**config.mk**
```make
export PLATFORM = sky130hd
export DESIGN_NAME = bit_sliced_key_index_core
export DESIGN_NICKNAME = d
export VERILOG_FILES = /design/src/hw/rtl/bski_pkg.sv /design/src/hw/rtl/bit_sliced_key_index_core.sv
export SDC_FILE = /design/constraint.sdc
export NUM_CORES = 2
export LEC_CHECK = 0
export ABC_AREA = 1
export BUFFER_PORTS_ARGS = -buffer_cell sky130_fd_sc_hd__buf_2
export CORE_ASPECT_RATIO = 0.5
export CORE_MARGIN = 3
export CORE_UTILIZATION = 35
export CTS_BUF_LIST = sky130_fd_sc_hd__clkbuf_16
export DETAILED_ROUTE_END_ITERATION = 8
export PLACE_DENSITY_LB_ADDON = 0.12
export RECOVER_POWER = 25
export SETUP_SLACK_MARGIN = 0.3
export SYNTH_ARGS = -nofsm -noshare
export SYNTH_HDL_FRONTEND = slang
export SYNTH_SLANG_ARGS = --single-unit
```
**constraint.sdc**
```tcl
create_clock -name i_clk -period 5.7 [get_ports i_clk]
set_input_delay 0.57 -clock i_clk [delete_from_list [all_inputs] [get_ports i_clk]]
set_output_delay 0.57 -clock i_clk [all_outputs]
set_load 0.1 [all_outputs]
```
**src/hw/rtl/bski_pkg.sv**
```systemverilog
// shared constants for the bit-sliced key index: field widths and mode codes
// no dependencies
package bski_pkg;

    localparam int MODE_W = 3;
    localparam int KEY_W  = 32;
    localparam int ID_W   = 6;
    localparam int CNT_W  = 7;

    localparam logic [MODE_W-1:0] MODE_INSERT     = 3'd0;
    localparam logic [MODE_W-1:0] MODE_REMOVE     = 3'd1;
    localparam logic [MODE_W-1:0] MODE_EQUALS     = 3'd2;
    localparam logic [MODE_W-1:0] MODE_CONTAINS   = 3'd3;
    localparam logic [MODE_W-1:0] MODE_INTERSECTS = 3'd4;
    localparam logic [MODE_W-1:0] MODE_CHECK      = 3'd5;

endpackage

```
**src/hw/rtl/bit_sliced_key_index_core.sv**
```systemverilog
// Bit-sliced key index. Each value id keeps a key word in an on-chip memory
// and a present bit. Insert and remove take one input beat and give one result
// beat, passing through the S_RMW and S_ECHO states; check, the unused modes and
// ids out of range go straight to S_ECHO. Insert and remove read the entry,
// modify it and write it back through the memory's write port. A query
// (equals, contains, intersects) streams the entry memory one entry per cycle
// unless a stalled output holds back a match beat, and gives one beat per
// matching id in ascending order, or one not-found beat.
// One input beat is worked on at a time; o_stall is high until it is done.
// Every result beat carries the live count. Depends on bski_pkg.
module bit_sliced_key_index_core #(
    parameter int NUM_VALUES = 64,
    parameter int KEY_LEN    = 32
) (
    input  logic                       i_clk,
    input  logic                       i_rst_n,
    input  logic                       i_valid,
    output logic                       o_stall,
    input  logic [bski_pkg::MODE_W-1:0] i_mode,
    input  logic [bski_pkg::KEY_W-1:0]  i_query_key,
    input  logic [bski_pkg::ID_W-1:0]   i_value_id,
    output logic                       o_valid,
    input  logic                       i_stall,
    output logic [bski_pkg::ID_W-1:0]   o_match_value,
    output logic                       o_found,
    output logic                       o_last,
    output logic [bski_pkg::CNT_W-1:0]  o_live_count
);
    import bski_pkg::*;

    localparam int KW = (KEY_LEN >= KEY_W) ? KEY_W : KEY_LEN;
    localparam int IW = $clog2(NUM_VALUES);
    localparam logic [IW-1:0] LAST_IDX = IW'(NUM_VALUES - 1);

    localparam logic [2:0] S_IDLE = 3'd0;
    localparam logic [2:0] S_RMW  = 3'd1;
    localparam logic [2:0] S_ECHO = 3'd2;
    localparam logic [2:0] S_SCAN = 3'd3;
    localparam logic [2:0] S_FIN  = 3'd4;

    logic [2:0]            r_state, n_state;
    logic [MODE_W-1:0]     r_mode;
    logic [KW-1:0]         r_key;
    logic [ID_W-1:0]       r_id;
    logic                  r_idok;
    logic [IW-1:0]         r_idx, n_idx;
    logic [IW-1:0]         r_pend, n_pend;
    logic                  r_has, n_has;
    logic [NUM_VALUES-1:0] r_present, n_present;
    logic [CNT_W-1:0]      r_count, n_count;

    logic [KW-1:0]         r_mem [NUM_VALUES];
    logic [NUM_VALUES-1:0] r_kval, n_kval;
    logic [KW-1:0]         r_rdata;
    logic                  r_rval;

    logic                  rd_en, wr_en;
    logic [IW-1:0]         rd_addr;
    logic [KW-1:0]         wr_data;

    logic                  r_ovalid;
    logic [ID_W-1:0]       r_oval;
    logic                  r_ofound, r_olast;
    logic [CNT_W-1:0]      r_ocount;

    logic                  emit, e_found, e_last;
    logic [ID_W-1:0]       e_val;

    logic                  accept, out_free, in_idok, hit, was;
    logic [KW-1:0]         entry, anded;
    logic [IW-1:0]         widx;

    assign accept   = i_valid && (r_state == S_IDLE);
    assign o_stall  = (r_state != S_IDLE);
    assign out_free = !r_ovalid || !i_stall;
    assign in_idok  = ({1'b0, i_value_id} < (ID_W + 1)'(NUM_VALUES));
    assign entry    = r_rval ? r_rdata : '0;
    assign anded    = entry & r_key;
    assign widx     = r_id[IW-1:0];
    assign was      = r_present[widx];

    always_comb begin
        unique case (r_mode)
            MODE_EQUALS:   hit = (entry == r_key);
            MODE_CONTAINS: hit = (anded == r_key);
            default:       hit = (anded != '0);
        endcase
        hit = hit && r_present[r_idx];
    end

    always_comb begin
        n_state   = r_state;
        n_idx     = r_idx;
        n_pend    = r_pend;
        n_has     = r_has;
        n_present = r_present;
        n_count   = r_count;
        n_kval    = r_kval;
        rd_en     = 1'b0;
        rd_addr   = '0;
        wr_en     = 1'b0;
        wr_data   = '0;
        emit      = 1'b0;
        e_val     = '0;
        e_found   = 1'b0;
        e_last    = 1'b1;
        unique case (r_state)
            S_IDLE: begin
                if (accept) begin
                    case (i_mode) inside
                        MODE_INSERT, MODE_REMOVE: begin
                            if (in_idok) begin
                                rd_en   = 1'b1;
                                rd_addr = i_value_id[IW-1:0];
                                n_state = S_RMW;
                            end else begin
                                n_state = S_ECHO;
                            end
                        end
                        MODE_EQUALS, MODE_CONTAINS, MODE_INTERSECTS: begin
                            rd_en   = 1'b1;
                            n_idx   = '0;
                            n_has   = 1'b0;
                            n_state = S_SCAN;
                        end
                        default: n_state = S_ECHO;
                    endcase
                end
            end
            S_RMW: begin
                wr_en        = 1'b1;
                n_kval[widx] = 1'b1;
                if (r_mode == MODE_INSERT) begin
                    wr_data         = entry | r_key;
                    n_present[widx] = 1'b1;
                    if (!was) n_count = r_count + 1'b1;
                end else begin
                    wr_data         = entry & ~r_key;
                    n_present[widx] = 1'b0;
                    if (was) n_count = r_count - 1'b1;
                end
                n_state = S_ECHO;
            end
            S_ECHO: begin
                if (out_free) begin
                    emit    = 1'b1;
                    e_val   = r_id;
                    e_found = r_idok && was && (r_mode == MODE_INSERT
                              || r_mode == MODE_REMOVE || r_mode == MODE_CHECK);
                    n_state = S_IDLE;
                end
            end
            S_SCAN: begin
                if (!(hit && r_has) || out_free) begin
                    if (hit && r_has) begin
                        emit    = 1'b1;
                        e_val   = ID_W'(r_pend);
                        e_found = 1'b1;
                        e_last  = 1'b0;
                    end
                    if (hit) begin
                        n_pend = r_idx;
                        n_has  = 1'b1;
                    end
                    if (r_idx == LAST_IDX) begin
                        n_state = S_FIN;
                    end else begin
                        n_idx   = r_idx + 1'b1;
                        rd_en   = 1'b1;
                        rd_addr = r_idx + 1'b1;
                    end
                end
            end
            S_FIN: begin
                if (out_free) begin
                    emit    = 1'b1;
                    e_val   = r_has ? ID_W'(r_pend) : '0;
                    e_found = r_has;
                    n_state = S_IDLE;
                end
            end
            default: n_state = S_IDLE;
        endcase
    end

    // entry memory, one port each way, registered read
    always_ff @(posedge i_clk) begin
        if (wr_en) r_mem[widx] <= wr_data;
        if (rd_en) begin
            r_rdata <= r_mem[rd_addr];
            r_rval  <= r_kval[rd_addr];
        end
    end

    always_ff @(posedge i_clk) begin
        if (!i_rst_n) begin
            r_state   <= S_IDLE;
            r_present <= '0;
            r_count   <= '0;
            r_kval    <= '0;
            r_has     <= 1'b0;
            r_ovalid  <= 1'b0;
        end else begin
            r_state   <= n_state;
            r_present <= n_present;
            r_count   <= n_count;
            r_kval    <= n_kval;
            r_has     <= n_has;
            if (emit) r_ovalid <= 1'b1;
            else if (!i_stall) r_ovalid <= 1'b0;
        end
    end

    always_ff @(posedge i_clk) begin
        r_idx  <= n_idx;
        r_pend <= n_pend;
        if (accept) begin
            r_mode <= i_mode;
            r_key  <= i_query_key[KW-1:0];
            r_id   <= i_value_id;
            r_idok <= in_idok;
        end
        if (emit) begin
            r_oval   <= e_val;
            r_ofound <= e_found;
            r_olast  <= e_last;
            r_ocount <= n_count;
        end
    end

    assign o_valid       = r_ovalid;
    assign o_match_value = r_oval;
    assign o_found       = r_ofound;
    assign o_last        = r_olast;
    assign o_live_count  = r_ocount;

endmodule

```
After elaboration in Yosys (flattened, before gate mapping)

Memory sizes are Yosys's and may differ from the RTL's. A register that Yosys moved wholly into a read port is not among the register bits.
Cells that the tools add are included.

Input bits: 45
Output and inout port bits: 17
Memories kept: 1
Register bits: 209
RAM bits: 2048

Multiplexer cells: 66
$add $sub $neg: 3
$lt $le $gt $ge: 4
Equality and inequality tests: 24
Reduce and logical (&&, ||, !) cells: 26
Bitwise gates (word level): 8

Memory list:

| name  | depth | bits a word | read ports | clocked after memory_dff | write ports | RTL line                        | RTL |
|---|---|---|---|---|---|---|---|
| r_mem | 64    | 32          | 1          | 1                        | 1           | bit_sliced_key_index_core.sv:52 | `logic [KW-1:0] r_mem [NUM_VALUES];` |

Operators by type and width:

| operator                                            | count |
|---|---|
| OR 64 bit                                           | 2 |
| 2-to-1 mux 32 bit                                   | 3 |
| 2-to-1 mux 6 bit                                    | 14 |
| AND 32 bit                                          | 2 |
| AND 64 bit                                          | 1 |
| == test 32 bit                                      | 2 |
| 2-to-1 mux 64 bit                                   | 1 |
| inverter 64 bit                                     | 1 |
| inverter 32 bit                                     | 1 |
| OR 32 bit                                           | 1 |
| nonzero test 32 bit                                 | 1 |
| 2-to-1 mux 7 bit                                    | 4 |
| 2-to-1 mux 1 bit                                    | 26 |
| case mux 6 bit (2 select lines)                     | 2 |
| < comparator 6 x 7 -> 1 bit (second input constant) | 3 |
| binary-select mux 1 bit (select 6 bit)              | 3 |
| == test 3 x 2 -> 1 bit (second input constant)      | 6 |
| case mux 6 bit (3 select lines)                     | 1 |
| 2-to-1 mux 3 bit                                    | 4 |
| inequality test 2 bit (second input constant)       | 6 |
| case mux 3 bit (4 select lines)                     | 1 |
| AND reduction 6 bit                                 | 2 |
| == test 3 x 1 -> 1 bit (second input constant)      | 3 |
| == test 3 bit (second input constant)               | 3 |
| other kinds (21)                                    | 38 |

Longest topological paths before layout

Word-level depth: 12
Mapped depth: 26

Least setup slack after synthesis

Ideal clock, no wire load.

Path type: register to register
From: register r_id[2]
To: register with a tool-made name
Path slack: 1654 ps
Clock period less this slack: 4046 ps
Buffers on the path: 1
Data arrival time: 3967 ps
Library setup time: 79 ps
Stages on the path, launching flop included: 7
Required time: 5621 ps
Path through: edfxtp_1 > clkbuf_1 > nor3_1 > inv_1 > nor3_1 > o21ai_0 > a21oi_1

RTL lines:

| item                   | RTL line                         | RTL |
|---|---|---|
| start, declared        | bit_sliced_key_index_core.sv:44  | `logic [ID_W-1:0] r_id;` |
| start signal, assigned | bit_sliced_key_index_core.sv:220 | `r_id <= i_value_id;` |

Final worst setup path

From: register r_idx[0]
To: register r_rdata[21], read port of r_mem, data pin

Cells in the longest elaborated chain, start to end: 8
Elaborated cells between the ends (all ways): 14

RTL lines:

| item                                                                               | RTL line                         | RTL |
|---|---|---|
| start, declared                                                                    | bit_sliced_key_index_core.sv:46  | `logic [IW-1:0] r_idx, n_idx;` |
| start signal, assigned                                                             | bit_sliced_key_index_core.sv:215 | `r_idx <= n_idx;` |
| binary-select mux 1 bit (select 6 bit)                                             | bit_sliced_key_index_core.sv:88  | `hit = hit && r_present[r_idx];` |
| 2-to-1 mux 1 bit (not written as such)                                             | bit_sliced_key_index_core.sv:88  |  |
| logical AND 1 bit                                                                  | bit_sliced_key_index_core.sv:88  |  |
| logical AND 1 bit                                                                  | bit_sliced_key_index_core.sv:154 | `if (!(hit && r_has) \|\| out_free) begin` |
| zero test 1 bit                                                                    | bit_sliced_key_index_core.sv:154 |  |
| logical OR 1 bit                                                                   | bit_sliced_key_index_core.sv:154 |  |
| 2-to-1 mux 6 bit or 2-to-1 mux 1 bit (tied branches)                               | bit_sliced_key_index_core.sv:154 |  |
| case mux 6 bit (2 select lines) or case mux 1 bit (2 select lines) (tied branches) | bit_sliced_key_index_core.sv:107 | `unique case (r_state)` |
| end, declared                                                                      | bit_sliced_key_index_core.sv:54  | `logic [KW-1:0] r_rdata;` |

Parallel ways exist; a longest one is shown, timed or not. The select of a mux whose other input is x is not followed.
A chain may end at the register's enable or synchronous reset.

==> results.md <==
- Outcome: complete, but fails checks
- Violated checks: max-capacitance violations, max-slew violations
- Post-CTS setup buffer count: 0
- Routed wire per std cell: 26.0 um
- Top_reg_cell synth: edfxtp_1
- Worst r2r dst: r_rdata[21]
- Filler cells: 28100
- Asr flop ratio synth: 0
- Worst Setup End Kind: flip-flop
- EDFF count, synth: 2149
- P_leak: 0.0442 uW
- RSZ-0062 raised after global routing: no
- GR Overflow Total: 0
- Core ar.: 288000 sq um
- CTS tree: built
- GPL Wtd Cong: 0.884
- Worst Reg-to-Reg Cells: 21
- Number of global-route vias before repair: 67100
- Period utilisation layout: 0.929
- Num rows: 139
- Die area: 297000 sq um
- Clock latency at the later pin of the worst-skew pair: 0.90 ns
- Final wirelength: 355000 um
- First-pass DRT Iterations: 6
- Final ANT Viol Nets: 0
- Clock Sink Count: 2289
- Crit path top cell by count: nand3_1
- CP Launch Point: r_idx[0]
- Post-Synth Adder-Cell Area: 0.000369
- Max-slew violation count: 1295
- Fin nets: 9654
- Peak supply drop: 238 uV
- Register area share after synthesis: 0.662
- Minimum clock period: 5.30 ns
- Initial antenna violation count: 17
- Final Skew: 0.0428 ns
- Number of antenna diodes: 0
- FMAX: 0.189 GHz
- Die X: 768 um
- Initial DRC Count: 7445
- Synth unique cells: 39
- Rel. slew slack: -1.30
- Htree depth: 4
- Initial core utilization: 0.353
- Yosys reg bits: 2289
- Critical Path Start Type: flip-flop
- Pwr Density: 338 nW/um^2
- Bufs on Longest Clock Path: 4
- CTS buffer count: 228
- DRC: 0
- CP arrival: 5.99 ns
- Setup-failing EPs final: 0
- Syn nets: 9677
- Max_cap viols: 44
- Total power: 38600 uW
- Post-detailed-placement half-perimeter wirelength: 194000 um
- First-pass GRT wire length: 505000 um
- Synth Area in Compound Gates: 0.0134
- Gate count of the mapped netlist: 9629
- XOR/XNOR Fraction of Synth Area: 0.000603
- Syn avg cell area: 10.6 sq um
- Largest net degree at the start of global routing: 185
- DR vias: 71200
- Crit-path slowest cell: nand3_1
- GRT Resource Usage Total: 0.232
- Layout area overhead: 12.5%
- R2R Path Start: r_idx[0]
- Crit Path Max Fanout: 62
- WS Path Type: reg -> reg
- Ratio of cells with drive above 1 in the final layout: 0.0650
- Worst slew pin tran: 3.46 ns
- Mapped cell area: 102000 sq um
- Worst path required time: 6.39 ns
- Port Buffer Count: 61
- Worst-path cell chain: clkinvlp_4 > clkbuf_1 > a21oi_1 > o21ai_0 > nand3_1 > nand3_1 > nand3_1 > nand3_1 > nand4_4 > nand3_4 > nand2_8 > clkinv_8 > buf_12 > buf_4 > nand2_1 > nand3_1 > nand3_1 > nand3_1 > nand3_1 > nand3_1 > nand2_1
- Io pins: 62
- Final TNS setup: 0 ns
- Worst-path clk slew: 0.07 ns
- Flop-to-flop setup slack: 0.40 ns
- Post-Synth Simple-Gate Area: 0.237
- Yosys warns: 0
- DIE HEIGHT: 387 um
- CTS root buf: clkbuf_16
- Main combinational cell family by area after synthesis: simple AND/OR/NAND/NOR gates
- Crit path largest cell delay: 0.53 ns
- Min-delay worst type: in -> reg
- Final hold vios: 0
- Mux share of post-synthesis cell area: 0
- Routed vias/inst: 5.21
- CP endpoint: r_rdata[21]
-- cells in the final DEF (no fill, tap or decap), types with 49 or more instances in the layout --
master,Yosys,layout
nand3_1,2357,2353
edfxtp_1,2149,2149
nand2_1,1594,1592
inv_1,1538,1590
nand3b_1,692,692
clkbuf_16,0,230
nor2_1,243,193
buf_4,22,154
dfxtp_1,140,140
a21oi_1,120,103
o21ai_0,98,97
clkbuf_1,230,70
clkinv_1,4,63
buf_12,0,54
nor2_4,0,49
-- worst min path at each step --
stage,from,endpoint,slack [ns],cells past startpoint
2_1_floorplan,r_idx[2],r_pend[2],0.42,0
3_3_place_gp,r_kval[32],r_kval[32],0.44,2
3_5_place_dp,r_kval[22],r_kval[22],0.45,2
4_1_cts,i_valid,r_has,0.21,5
5_1_grt,i_valid,r_has,0.24,5
6_report,i_stall,o_valid,0.28,5
-- routing by layer --
metal  part of all wire  vias to the layer above  GRT usage
li1                   -                    32600          -
met1               0.45                    35800      0.336
met2               0.45                     2364      0.367
met3              0.066                      429     0.0337
met4              0.027                        0     0.0568
met5                  0                        -          0
-- worst max-delay path: cells and delay by family, from the launching register on --
family	cells	cell delay [ns]
compound gates	2	0.24
buf+inv	5	1.72
flops	1	0.40
simple gates	14	2.63
-- synth_stat cells (43+ instances only) --
cell type  number  area (sq um)
a21oi_1       120           601
buf_1          43           161
buf_2         284          1420
clkbuf_1      230           863
dfxtp_1       140          2800
edfxtp_1     2149         64500
inv_1        1538          5770
nand2_1      1594          5980
nand3_1      2357         11800
nand3b_1      692          5190
nor2_1        243           912
o21ai_0        98           490
-- registers in the layout (all words and copies together), names as in the netlist, named ones only --
name / cells
r_mem: 2048
r_kval: 64
r_key: 32
r_rdata: 32
o_live_count: 7
r_count: 7
o_match_value: 6
r_id: 6
r_idx: 6
r_pend: 6
r_mode: 3
r_state: 3
o_found: 1
o_last: 1
o_valid: 1
r_has: 1
r_rval: 1
-- power breakdown --
| part | leakage [uW] | switching [uW] | internal (uW) |
|---|---|---|---|
| clock | 0.00365 | 6720 | 7920 |
| combinational | 0.0191 | 3770 | 1100 |
| sequential | 0.0215 | 278 | 18800 |
-- kinds of logic (layout without fill, tap and decap cells) --
family / count (synthesis) / count (layout)
XOR/XNOR: 7 / 7
flip-flops: 2289 / 2289
AND/OR/NAND/NOR: 4923 / 4923
adder cells (fa/ha/maj): 3 / 3
buffers and inverters: 2153 / 2316
AO/OA/AOI/OAI: 254 / 254
-- area by class of cell --
| class | instances | area (sq um) | share of cell area |
|---|---|---|---|
| clock buffers | 230 | 5760 | 0.0503 |
| multi-input cells | 5187 | 26300 | 0.230 |
| clock inverters | 186 | 1200 | 0.0105 |
| inverters | 1545 | 5850 | 0.0511 |
| well taps | 3877 | 4850 | 0.0424 |
| flip-flops and latches | 2289 | 67300 | 0.589 |
| repair buffers | 355 | 3140 | 0.0275 |
-- through the flow --
step / std cells / area (sq um) / util / hold slack, ns / setup slack (ns)
detailed placement: 13200 / 107000 / 0.373 / 0.449 / 0.424
floorplan: 9629 / 102000 / - / 0.421 / 1.65
CTS: 13700 / 115000 / 0.399 / 0.208 / 0.419
global route: 13700 / 114000 / 0.397 / 0.240 / 0.218
finish: 13700 / 114000 / 0.397 / 0.281 / 0.405
global placement: 13200 / 107000 / 0.373 / 0.440 / 0.381
-- what timing repair did --
| action | in CTS | in global routing |
|---|---|---|
| resized for setup | 0 | 8 |
| endpoints found under the setup margin | 0 | 10 |
| hold endpoints to repair | 43 | 0 |
| hold buffers | 42 | 0 |
Note: power is estimated with default switching activity, not from simulation.
